File: src/sha1_byte_stream_hasher_assert.svh
// Assertion macros for the SHA-1 byte stream hasher.
// Expects clk and rst_n in the scope where the macros are used.
`ifndef SHA1_BYTE_STREAM_HASHER_ASSERT_SVH
`define SHA1_BYTE_STREAM_HASHER_ASSERT_SVH

// Same-cycle implication, checked outside reset.
`define SHA1BSH_ASSERT_NOW(lbl, ante, cons) \
  lbl: assert property (@(posedge clk) disable iff (!rst_n) (ante) |-> (cons)) \
    else $error("sha1 hasher: same-cycle check failed");

// Next-cycle implication, checked outside reset.
`define SHA1BSH_ASSERT_NEXT(lbl, ante, cons) \
  lbl: assert property (@(posedge clk) disable iff (!rst_n) (ante) |=> (cons)) \
    else $error("sha1 hasher: next-cycle check failed");

`endif

File: src/sha1bsh_pkg.sv
// Shared types, constants and helper functions of the SHA-1 byte stream hasher.
// No dependencies.
package sha1bsh_pkg;

  localparam int BLOCK_BYTES = 64;
  localparam int SCHED_WORDS = BLOCK_BYTES / 4;
  localparam int DIGEST_WORDS = 5;

  typedef logic [31:0] word_t;

  localparam logic CMD_DATA   = 1'b0;
  localparam logic CMD_FINISH = 1'b1;

  localparam logic [7:0] PAD_BYTE = 8'h80;
  // Byte positions within a block: last byte, and last byte before the length field.
  localparam logic [5:0] POS_LAST     = 6'd63;
  localparam logic [5:0] POS_PAD_LAST = 6'd55;

  localparam logic [6:0] ROUND_LAST = 7'd79;

  localparam word_t K_0 = 32'h5a827999;
  localparam word_t K_1 = 32'h6ed9eba1;
  localparam word_t K_2 = 32'h8f1bbcdc;
  localparam word_t K_3 = 32'hca62c1d6;

  localparam word_t H_INIT [DIGEST_WORDS] = '{
    32'h67452301, 32'hefcdab89, 32'h98badcfe, 32'h10325476, 32'hc3d2e1f0
  };

  typedef enum logic [1:0] {
    CELL_HOLD,
    CELL_BYTE,
    CELL_WORD
  } cell_op_t;

  typedef enum logic [2:0] {
    S_IDLE,
    S_PAD,
    S_LEN,
    S_LOAD,
    S_ROUND,
    S_FINAL,
    S_DONE
  } state_t;

  typedef struct packed {
    logic       load;
    logic       step;
    logic       add;
    logic       clear;
    logic [6:0] round;
  } round_ctl_t;

  function automatic word_t rotl1(word_t v);
    return {v[30:0], v[31]};
  endfunction

  function automatic word_t rotl5(word_t v);
    return {v[26:0], v[31:27]};
  endfunction

  function automatic word_t rotl30(word_t v);
    return {v[1:0], v[31:2]};
  endfunction

endpackage

File: src/sha1bsh_cell.sv
// One 32-bit cell of the block buffer / message schedule chain.
// Shifts in a byte or a whole word from its neighbor. Uses sha1bsh_pkg.
module sha1bsh_cell (
  input  logic                clk,
  input  sha1bsh_pkg::cell_op_t op,
  input  logic [7:0]          byte_in,
  input  sha1bsh_pkg::word_t  word_in,
  output sha1bsh_pkg::word_t  word_q
);
  import sha1bsh_pkg::*;

  word_t word_r;
  word_t word_nxt;

  always_comb begin
    unique case (op)
      CELL_BYTE: word_nxt = {word_r[23:0], byte_in};
      CELL_WORD: word_nxt = word_in;
      default:   word_nxt = word_r;
    endcase
  end

  always_ff @(posedge clk) begin
    word_r <= word_nxt;
  end

  assign word_q = word_r;

endmodule

File: src/sha1bsh_round.sv
// SHA-1 round unit: working variables a..e and the chaining digest.
// One round per cycle under control of the sequencer. Uses sha1bsh_pkg.
module sha1bsh_round (
  input  logic                   clk,
  input  logic                   rst_n,
  input  sha1bsh_pkg::round_ctl_t ctl,
  input  sha1bsh_pkg::word_t     w_in,
  output sha1bsh_pkg::word_t     digest [sha1bsh_pkg::DIGEST_WORDS]
);
  import sha1bsh_pkg::*;

  word_t a_r, b_r, c_r, d_r, e_r;
  word_t h_r [DIGEST_WORDS];
  word_t f_val;
  word_t k_val;
  word_t t_val;

  always_comb begin
    priority if (ctl.round < 7'd20) begin
      f_val = (b_r & c_r) | (~b_r & d_r);
      k_val = K_0;
    end else if (ctl.round < 7'd40) begin
      f_val = b_r ^ c_r ^ d_r;
      k_val = K_1;
    end else if (ctl.round < 7'd60) begin
      f_val = (b_r & c_r) | (b_r & d_r) | (c_r & d_r);
      k_val = K_2;
    end else begin
      f_val = b_r ^ c_r ^ d_r;
      k_val = K_3;
    end
    t_val = rotl5(a_r) + f_val + e_r + k_val + w_in;
  end

  always_ff @(posedge clk) begin
    if (ctl.load) begin
      a_r <= h_r[0];
      b_r <= h_r[1];
      c_r <= h_r[2];
      d_r <= h_r[3];
      e_r <= h_r[4];
    end else if (ctl.step) begin
      a_r <= t_val;
      b_r <= a_r;
      c_r <= rotl30(b_r);
      d_r <= c_r;
      e_r <= d_r;
    end
  end

  always_ff @(posedge clk) begin
    if (!rst_n || ctl.clear) begin
      h_r <= H_INIT;
    end else if (ctl.add) begin
      h_r[0] <= h_r[0] + a_r;
      h_r[1] <= h_r[1] + b_r;
      h_r[2] <= h_r[2] + c_r;
      h_r[3] <= h_r[3] + d_r;
      h_r[4] <= h_r[4] + e_r;
    end
  end

  assign digest = h_r;

endmodule

File: src/sha1_byte_stream_hasher.sv
// Top level of the SHA-1 byte stream hasher: sequencer, byte counter, output buffer.
// Uses sha1bsh_pkg, sha1bsh_cell, sha1bsh_round and the assertion macro header.
//
//   channel | direction | ports                                          | word
//   in      | input     | in_valid, in_stall, in_cmd, in_data_byte        | one byte or finish
//   out     | output    | out_valid, out_stall, out_digest_word,          | one digest word
//           |           | out_word_index, out_last, out_error             |
//
// A data byte is taken while the sequencer is idle; the byte that fills a block starts
// the load, 80 rounds and digest add, set by the single round unit and the 16-cell chain.
// A finish is followed by the padding bytes, eight length bytes, one or two compressions
// and the move of the digest into the output buffer.
// Reset is synchronous; it restores the initial digest and clears all control state.
// Digest words wait in their own buffer, so byte input resumes while they drain;
// a finish is held off until the previous digest has been taken.
module sha1_byte_stream_hasher (
  input  logic        clk,
  input  logic        rst_n,
  input  logic        in_valid,
  output logic        in_stall,
  input  logic        in_cmd,
  input  logic [7:0]  in_data_byte,
  output logic        out_valid,
  input  logic        out_stall,
  output logic [31:0] out_digest_word,
  output logic [2:0]  out_word_index,
  output logic        out_last,
  output logic        out_error
);
  import sha1bsh_pkg::*;

  state_t      state_r, state_nxt;
  logic [63:0] bit_cnt_r, bit_cnt_nxt;
  logic        ovf_r, ovf_nxt;
  logic [5:0]  pad_cnt_r, pad_cnt_nxt;
  logic [2:0]  len_idx_r, len_idx_nxt;
  logic [6:0]  round_cnt_r, round_cnt_nxt;
  logic        fin_r, fin_nxt;
  logic        pad_r, pad_nxt;

  word_t       obuf_r [DIGEST_WORDS];
  logic [2:0]  out_idx_r;
  logic        out_valid_r;
  logic        out_err_r;

  cell_op_t    cell_op;
  logic [7:0]  shift_byte;
  word_t       cell_q [SCHED_WORDS];
  word_t       sched_new;
  round_ctl_t  rctl;
  word_t       digest [DIGEST_WORDS];
  logic        dump;
  logic        in_acc;
  logic        out_acc;
  logic [5:0]  fill;
  logic        count_full;
  logic        fin_acc;
  logic        pad_phase;

  assign fill       = bit_cnt_r[8:3];
  assign count_full = &bit_cnt_r[63:3];
  assign in_stall   = (state_r != S_IDLE) || ((in_cmd == CMD_FINISH) && out_valid_r);
  assign in_acc     = in_valid && !in_stall;
  assign out_acc    = out_valid_r && !out_stall;

  // Schedule word sixteen rounds ahead of the one at the head of the chain.
  assign sched_new = rotl1(cell_q[13] ^ cell_q[8] ^ cell_q[2] ^ cell_q[0]);

  for (genvar i = 0; i < SCHED_WORDS; i++) begin : g_cell
    logic [7:0] byte_link;
    word_t      word_link;
    if (i == SCHED_WORDS - 1) begin : g_tail
      assign byte_link = shift_byte;
      assign word_link = sched_new;
    end else begin : g_body
      assign byte_link = cell_q[i + 1][31:24];
      assign word_link = cell_q[i + 1];
    end
    sha1bsh_cell u_cell (
      .clk     (clk),
      .op      (cell_op),
      .byte_in (byte_link),
      .word_in (word_link),
      .word_q  (cell_q[i])
    );
  end

  sha1bsh_round u_round (
    .clk    (clk),
    .rst_n  (rst_n),
    .ctl    (rctl),
    .w_in   (cell_q[0]),
    .digest (digest)
  );

  // Where padding goes after writing the byte at position pos.
  function automatic state_t pad_next(logic [5:0] pos);
    state_t s;
    if (pos == POS_LAST) begin
      s = S_LOAD;
    end else if (pos == POS_PAD_LAST) begin
      s = S_LEN;
    end else begin
      s = S_PAD;
    end
    return s;
  endfunction

  always_comb begin
    state_nxt     = state_r;
    bit_cnt_nxt   = bit_cnt_r;
    ovf_nxt       = ovf_r;
    pad_cnt_nxt   = pad_cnt_r;
    len_idx_nxt   = len_idx_r;
    round_cnt_nxt = round_cnt_r;
    fin_nxt       = fin_r;
    pad_nxt       = pad_r;
    cell_op       = CELL_HOLD;
    shift_byte    = '0;
    rctl          = '0;
    rctl.round    = round_cnt_r;
    dump          = 1'b0;
    unique case (state_r)
      S_IDLE: begin
        if (in_acc) begin
          if (in_cmd == CMD_DATA) begin
            // Bytes that would carry the counter past its top are dropped.
            if (count_full) begin
              ovf_nxt = 1'b1;
            end else begin
              cell_op     = CELL_BYTE;
              shift_byte  = in_data_byte;
              bit_cnt_nxt = bit_cnt_r + 64'd8;
              if (fill == POS_LAST) begin
                state_nxt = S_LOAD;
              end
            end
          end else begin
            cell_op     = CELL_BYTE;
            shift_byte  = PAD_BYTE;
            pad_nxt     = 1'b1;
            pad_cnt_nxt = fill + 6'd1;
            state_nxt   = pad_next(fill);
          end
        end
      end
      S_PAD: begin
        cell_op     = CELL_BYTE;
        pad_cnt_nxt = pad_cnt_r + 6'd1;
        state_nxt   = pad_next(pad_cnt_r);
      end
      S_LEN: begin
        cell_op     = CELL_BYTE;
        shift_byte  = bit_cnt_r[{~len_idx_r, 3'b000} +: 8];
        len_idx_nxt = len_idx_r + 3'd1;
        if (len_idx_r == 3'd7) begin
          fin_nxt   = 1'b1;
          state_nxt = S_LOAD;
        end
      end
      S_LOAD: begin
        rctl.load     = 1'b1;
        round_cnt_nxt = '0;
        state_nxt     = S_ROUND;
      end
      S_ROUND: begin
        rctl.step     = 1'b1;
        cell_op       = CELL_WORD;
        round_cnt_nxt = round_cnt_r + 7'd1;
        if (round_cnt_r == ROUND_LAST) begin
          state_nxt = S_FINAL;
        end
      end
      S_FINAL: begin
        rctl.add = 1'b1;
        priority if (fin_r) begin
          state_nxt = S_DONE;
        end else if (pad_r) begin
          state_nxt = S_PAD;
        end else begin
          state_nxt = S_IDLE;
        end
      end
      S_DONE: begin
        dump        = 1'b1;
        rctl.clear  = 1'b1;
        bit_cnt_nxt = '0;
        ovf_nxt     = 1'b0;
        fin_nxt     = 1'b0;
        pad_nxt     = 1'b0;
        state_nxt   = S_IDLE;
      end
      default: begin
        state_nxt = S_IDLE;
      end
    endcase
  end

  always_ff @(posedge clk) begin
    if (!rst_n) begin
      state_r     <= S_IDLE;
      bit_cnt_r   <= '0;
      ovf_r       <= 1'b0;
      pad_cnt_r   <= '0;
      len_idx_r   <= '0;
      round_cnt_r <= '0;
      fin_r       <= 1'b0;
      pad_r       <= 1'b0;
    end else begin
      state_r     <= state_nxt;
      bit_cnt_r   <= bit_cnt_nxt;
      ovf_r       <= ovf_nxt;
      pad_cnt_r   <= pad_cnt_nxt;
      len_idx_r   <= len_idx_nxt;
      round_cnt_r <= round_cnt_nxt;
      fin_r       <= fin_nxt;
      pad_r       <= pad_nxt;
    end
  end

  always_ff @(posedge clk) begin
    if (!rst_n) begin
      out_valid_r <= 1'b0;
      out_idx_r   <= '0;
    end else if (dump) begin
      out_valid_r <= 1'b1;
      out_idx_r   <= '0;
    end else if (out_acc) begin
      out_idx_r <= out_idx_r + 3'd1;
      if (out_idx_r == 3'(DIGEST_WORDS - 1)) begin
        out_valid_r <= 1'b0;
      end
    end
  end

  always_ff @(posedge clk) begin
    if (dump) begin
      obuf_r    <= digest;
      out_err_r <= ovf_r;
    end else if (out_acc) begin
      for (int i = 0; i < DIGEST_WORDS - 1; i++) begin
        obuf_r[i] <= obuf_r[i + 1];
      end
    end
  end

  assign out_valid       = out_valid_r;
  assign out_digest_word = obuf_r[0];
  assign out_word_index  = out_idx_r;
  assign out_last        = (out_idx_r == 3'(DIGEST_WORDS - 1));
  assign out_error       = out_err_r;

  assign fin_acc   = in_acc && (in_cmd == CMD_FINISH);
  assign pad_phase = (state_r == S_PAD) || (state_r == S_LEN) || (state_r == S_LOAD);

`include "sha1_byte_stream_hasher_assert.svh"

  `SHA1BSH_ASSERT_NOW(a_round_range, state_r == S_ROUND, round_cnt_r <= ROUND_LAST)
  `SHA1BSH_ASSERT_NEXT(a_finish_busy, fin_acc, pad_phase)
  `SHA1BSH_ASSERT_NOW(a_dump_free, state_r == S_DONE, !out_valid_r)
  `SHA1BSH_ASSERT_NOW(a_out_index, out_valid_r, out_idx_r <= 3'(DIGEST_WORDS - 1))

endmodule
File: config.mk
export PLATFORM = sky130hd
export DESIGN_NAME = sha1_byte_stream_hasher
export DESIGN_NICKNAME = d
export VERILOG_FILES = /design/src/sha1bsh_pkg.sv /design/src/sha1bsh_cell.sv /design/src/sha1bsh_round.sv /design/src/sha1_byte_stream_hasher.sv
export VERILOG_INCLUDE_DIRS = /design/src /design/src/src
export SDC_FILE = /design/constraint.sdc
export NUM_CORES = 2
export LEC_CHECK = 0
export BUFFER_PORTS_ARGS = -buffer_cell sky130_fd_sc_hd__buf_2
export CAP_MARGIN = 20
export CORE_UTILIZATION = 58
export DETAILED_ROUTE_END_ITERATION = 10
export PLACE_DENSITY = 0.85
export SYNTH_ARGS = -nofsm -noshare
export SYNTH_HDL_FRONTEND = slang
export SYNTH_HIERARCHICAL = 1
export SYNTH_SLANG_ARGS = --single-unit
File: constraint.sdc
create_clock -name clk -period 5.6 [get_ports clk]
set_input_delay 0.28 -clock clk [delete_from_list [all_inputs] [get_ports clk]]
set_output_delay 0.28 -clock clk [all_outputs]
set_load 0.01 [all_outputs]
# Yosys cells after proc, flatten, opt, wreduce, memory -nomap -nowiden
# Cells that the tools add are included.
# op_classes
add_sub_neg	15
n_lt_le_gt_ge	3
n_eq_ne	24
shifts	1
mux	79
bitwise	15
reduce_logical	28
# op_table
cell	n
$pmux 32 s2	16
$mux 32	15
$add 32x32->32	9
$mux 128	2
$mux 64	3
$xor 32x32->32	5
$and 32x32->32	4
$pmux 64 s2	1
$or 32x32->32	3
$add 64x4->64 const B	1
$shiftx 64x7->8	1
$reduce_and 61->1	1
$not 32->32	1
$mux 31	1
$eq 6x6->1 const B	4
$mux 8	3
$mux 3	7
$pmux 3 s6	1
$pmux 8 s2	1
$reduce_bool 2->1	8
$eq 3x3->1 const B	5
$mux 1	15
$lt 7x6->1 const B	2
$ne 2x2->1 const B	7
other kinds (28)	49
# totals
ff_bits	1083
output_inout_bits	39

# Depth between registers and ports, before layout
# depth
depth_word	12
ltp_mapped	23
mapped_depth_nobuf	22

# Modules after synthesis
# The synthesis kept the hierarchy.
# modules_own_cells
module	n_inst	cells_per_inst	area_each_um2	seq_area_each_um2
sha1bsh_round	1	2642	24922.7	8007.7
sha1bsh_cell	16	71	1525.2	960.9
sha1_byte_stream_hasher	1	1420	13075.0	6576.3

# Least setup slack after synthesis
# Ideal clock, no wire load.
# synth_path
path_kind	flip-flop to flip-flop
startpoint	register round_cnt_r[4]
endpoint	register u_round.a_r[19] (data pin)
setup_ns	0.269
arrival_time_ns	5.122
setup_slack_ns	0.209
stages_incl_launch_ff	23
n_path_buf	2
period_less_slack_ns	5.391
cell_sequence	dfxtp_1 a41oi_1 nand2_1 inv_1 clkbuf_1 clkbuf_1 a221oi_1 fa_1 fa_1 inv_1 ha_1 inv_1 fa_1 nor2b_1 o21ai_0 a21boi_0 o31ai_1 a21boi_0 o21a_1 o21ai_0 a211oi_1 o21a_1 o31ai_1
# synth_between
elab_chain_cells	10
word_cells_on_any_way	15
cone_classes	add/sub: 4; order compare: 3; mux: 8
# synth_rtl
element	line	rtl
start: declaration	sha1_byte_stream_hasher.sv:37	logic [6:0] round_cnt_r, round_cnt_nxt;
start signal: assignment	sha1_byte_stream_hasher.sv:215	round_cnt_r <= round_cnt_nxt;
$lt 7x6->1	sha1bsh_round.sv:25	end else if (ctl.round < 7'd60) begin
$mux 32	sha1bsh_round.sv:25	
$mux 32	sha1bsh_round.sv:22	end else if (ctl.round < 7'd40) begin
$mux 32	sha1bsh_round.sv:19	priority if (ctl.round < 7'd20) begin
$add 32x32->32 (2 in a row)	sha1bsh_round.sv:32	t_val = rotl5(a_r) + f_val + e_r + k_val + w_in;
$add 32x32->32 (*) (2 in a row)	sha1bsh_round.sv:32	
$mux 32 (*)	sha1bsh_round.sv:42	end else if (ctl.step) begin
$mux 32 (*)	sha1bsh_round.sv:36	if (ctl.load) begin
end signal: assignment	sha1bsh_round.sv:37	a_r <= h_r[0];
end signal: assignment	sha1bsh_round.sv:43	a_r <= t_val;
end: declaration	sha1bsh_round.sv:12	word_t a_r, b_r, c_r, d_r, e_r;
# Every way passes the cells marked *; elsewhere a longest branch is shown, timed or not. The select of a mux whose other input is x is not followed.
# A chain may end at the register's enable or synchronous reset.

# Worst setup path in the final report
# layout_path
startpoint	register round_cnt_r[3]
endpoint	register u_round.a_r[28] (data pin)
# The elaborated chain is that of the path after synthesis.

==> impl_metrics.csv <==
group,metric,value,unit
cts,clk-insertion-delay-late,0.74,ns
placement,dp.final_hpwl,119,mm
sta,slew_violations,0,
detailed_routing,postRouteAntennaNets,0,
finish,post-route-util,63.2,%
sta,setup_violations,0,
setup_path,endpoint_kind,"flip-flop",
logic_synthesis,yosys-top-cells-area,"edfxtp_1, mux2_4, dfxtp_1",
logic_synthesis,yosysWarnings,6,
placement,gp_congestion,0.997,
detailed_routing,routed_wl,173,mm
sta,hold_viol,0,
setup_path,path_max_fanout,12,
logic_synthesis,synth_commonest_cells,"edfxtp_1, nand2_1, mux2_4, nor2_1, inv_1",
detailed_routing,drtIter0Drc,5226,
finish,multi_input_area,29500,um^2
placement,placed_area,63200,um^2
cts,htree_levels,3,
floorplan,initial_core_util,58.9,%
cts,cts-root-buf,"clkbuf_16",
setup_path,reg2reg_slack,0.25,ns
detailed_routing,drc,0,
logic_synthesis,synth_top_cell_by_area,"edfxtp_1",
setup_path,crit_chain,"a41oi_1, nand2_1, inv_1, buf_4, a221o_1, fa_1, inv_1, fa_1, inv_1, ha_1, a21o_1, a21oi_1, o21ai_0, o211a_1, a311oi_1, buf_4, o21ai_1, a211oi_1, o21ai_0, xor2_1, mux2_2",
global_routing,grt_max_degree,83,
logic_synthesis,avgSynthCellArea,12.0,um^2
setup_path,worstSetupPathType,"flip-flop to flip-flop",
detailed_routing,num_vias,43091,
pwr,power_density,349,nW/um^2
pwr,ir_worst_vdd,0.303,mV
logic_synthesis,synth_area,62400,um^2
global_routing,grt-ovfl-total,0,
setup_path,cpPeakStageDelay,0.55,ns
worst_hold_path,min_path_type,"input pin to flip-flop",
placement,io_buffers,51,
global_routing,antenna_found_initial,1,
logic_synthesis,synth_flop_cell,"edfxtp_1",
global_routing,grt_util_all_layers,31.2,%
sta,fmax,0.187,GHz
logic_synthesis,yosysMostFrequentCell,"edfxtp_1",
finish,nets,5560,
detailed_routing,avgRoutedWirePerCell,25.8,um
sta,finalClockSkew,0.0485,ns
sta,slew-limit-headroom,16.5,%
cts,cts_tree,"built",
flow_run,cap_viol_max_count,0,
sta,rsz0062_at_grt,"yes",
logic_synthesis,ys_ff_latch,1080,
finish,regArea,30000,um^2
logic_synthesis,yosysSeqAreaShare,48.0,%
cts,numCtsBuffers,112,
detailed_routing,dr.pass1.iters,8,
placement,placedCellCount,6477,
setup_path,cp_common_cell,"inv_1",
floorplan,die_area,109000,um^2
floorplan,ioPinCount,52,
setup_path,critical_path_required,6.08,ns
floorplan,rows,119,
run_status,outcome,"finished clean",
finish,stdcell_area,67000,um^2
floorplan,dieHeight,330,um
global_routing,grt_pass1_vias,41549,
finish,drive_gt1_share,19.8,%
logic_synthesis,netlist_instances,5198,
logic_synthesis,synth-edff-count,833,
logic_synthesis,syn-num-nets,5552,
cts,clock-sinks,1080,
detailed_routing,viasPerCell,6.44,
setup_path,cp.arrival,5.84,ns
floorplan,core,106000,um^2
logic_synthesis,synthArstFlopShare,0,%
floorplan,fp.dieW,330,um
global_routing,grt_pass1_wl,258,mm
cts,cts.path.max_buffers,3,
cts,clkSlewWorstSetupHoldPaths,0.07,ns
sta,finalCritPeriodShare,95.6,%
logic_synthesis,synth_top_area_share,40.1,%
pwr,p_leak,25.9,nW
setup_path,startpoint_type,"flip-flop",
finish,synthToLayoutAreaGrowth,7.42,%
logic_synthesis,synth_cell_types,103,
setup_path,crit_slowest_cell,"fa_1",
sta,worstMarginPinSlew,1.25,ns
finish,fill_cells,7737,
finish,fin_cells,6692,
sta,fin_crit,5.35,ns
cell usage in the layout (no fill, tap or decap), drive strengths merged, types with 62 or more instances in the layout:
master / n
nor2: 276
buf: 147
fa: 125
clkbuf: 141
nand3: 62
mux2i: 85
xor2: 87
o21ai: 257
dfxtp: 247
a21o: 85
nor3: 65
mux2: 633
xnor2: 151
edfxtp: 833
a21oi: 236
inv: 278
nand2: 695
ha: 216
final timing paths:
check	startpoint	end	cells past startpoint
setup / recovery	round_cnt_r[3]	u_round/a_r[28]	21
hold / removal	in_valid	state_r[2]	5
setup reg to reg	round_cnt_r[3]	u_round/a_r[28]	21
hold reg to reg	ovf_r	out_error	0
metal layers:
| metal | wire, um | up-vias | GRT usage [%] |
|---|---|---|---|
| met3 | 15500 | 478 | 4.68 |
| met2 | 80900 | 2456 | 50.8 |
| li1 | - | 18875 | - |
| met5 | 0 | - | 0 |
| met1 | 66600 | 21282 | 40.7 |
| met4 | 9510 | 0 | 15.6 |
cell families (layout without fill, tap and decap cells):
group                    count (synthesis)  count (layout)  share of synthesized area [%]
flip-flops                            1080            1080                           48.0
buffers and inverters                  529             631                           4.91
AND/OR/NAND/NOR                       1345            1345                           9.60
multiplexers                           731             731                           16.1
XOR/XNOR                               238             238                           3.34
other                                    0               1                              0
adder cells (fa/ha/maj)                341             341                           8.34
AO/OA/AOI/OAI                          934             934                           9.65
report_power, final:
part	internal (mW)	switching, mW
clock network	4.33	3.35
logic	2.13	1.92
registers	10.4	1.22
total	16.9	6.50
through the flow:
stage / power, mW / setup slack (ns) / setup TNS (ns) / hold WS [ns]
after floorplan: 14.1 / 0.209 / 0 / 0.409
after global placement: 15.2 / 0.297 / 0 / 0.422
after detailed placement: 15.5 / 0.230 / 0 / 0.435
after CTS: 23.3 / 0.205 / 0 / 0.0253
after global routing: 24.0 / -0.0115 / -0.0168 / 0.0518
final: 23.4 / 0.246 / 0 / 0.0593
registers in the layout, summed over array words and instances (netlist names):
register              count
fin_r                     1
out_digest_word          32
pad_cnt_r                 6
round_cnt_r               7
obuf_r                  128
u_round/digest          160
len_idx_r                 3
u_round/a_r              32
state_r                   3
u_round/d_r              32
out_valid                 1
u_round/c_r              32
out_error                 1
u_round/e_r              32
pad_r                     1
g_cell.u_cell/word_q    512
ovf_r                     1
u_round/b_r              32
bit_cnt_r                61
out_word_index            3
timing repair:
| action | in CTS | in global routing |
|---|---|---|
| endpoints found under the setup margin | 0 | 10 |
| resized for setup | 0 | 9 |
| endpoints found under the hold margin | 5 | 0 |
| buffers inserted | 0 | 0 |
| hold buffers | 3 | 0 |
cell type report:
type / count / area share, %
Clock buffer: 141 / 4.43
Inverter: 272 / 1.54
Tap cell: 1391 / 2.60
Timing Repair Buffer: 151 / 1.65
Clock inverter: 67 / 1.08
Multi-Input combinational cell: 3589 / 44.0
Sequential cell: 1080 / 44.7
Antenna cell: 1 / 0.00373
critical path, delay by kind of cell, from the launching register on:
| family | cells | cell delay, ns |
|---|---|---|
| DFF | 1 | 0.43 |
| muxes | 1 | 0.26 |
| and+or+nand+nor | 1 | 0.12 |
| adders and majority gates | 3 | 1.37 |
| xor gates and xnor gates | 1 | 0.15 |
| AOI/OAI and AO/OA | 10 | 2.09 |
| buffers and inverters | 5 | 0.67 |
(Power assumes the default switching activity.)
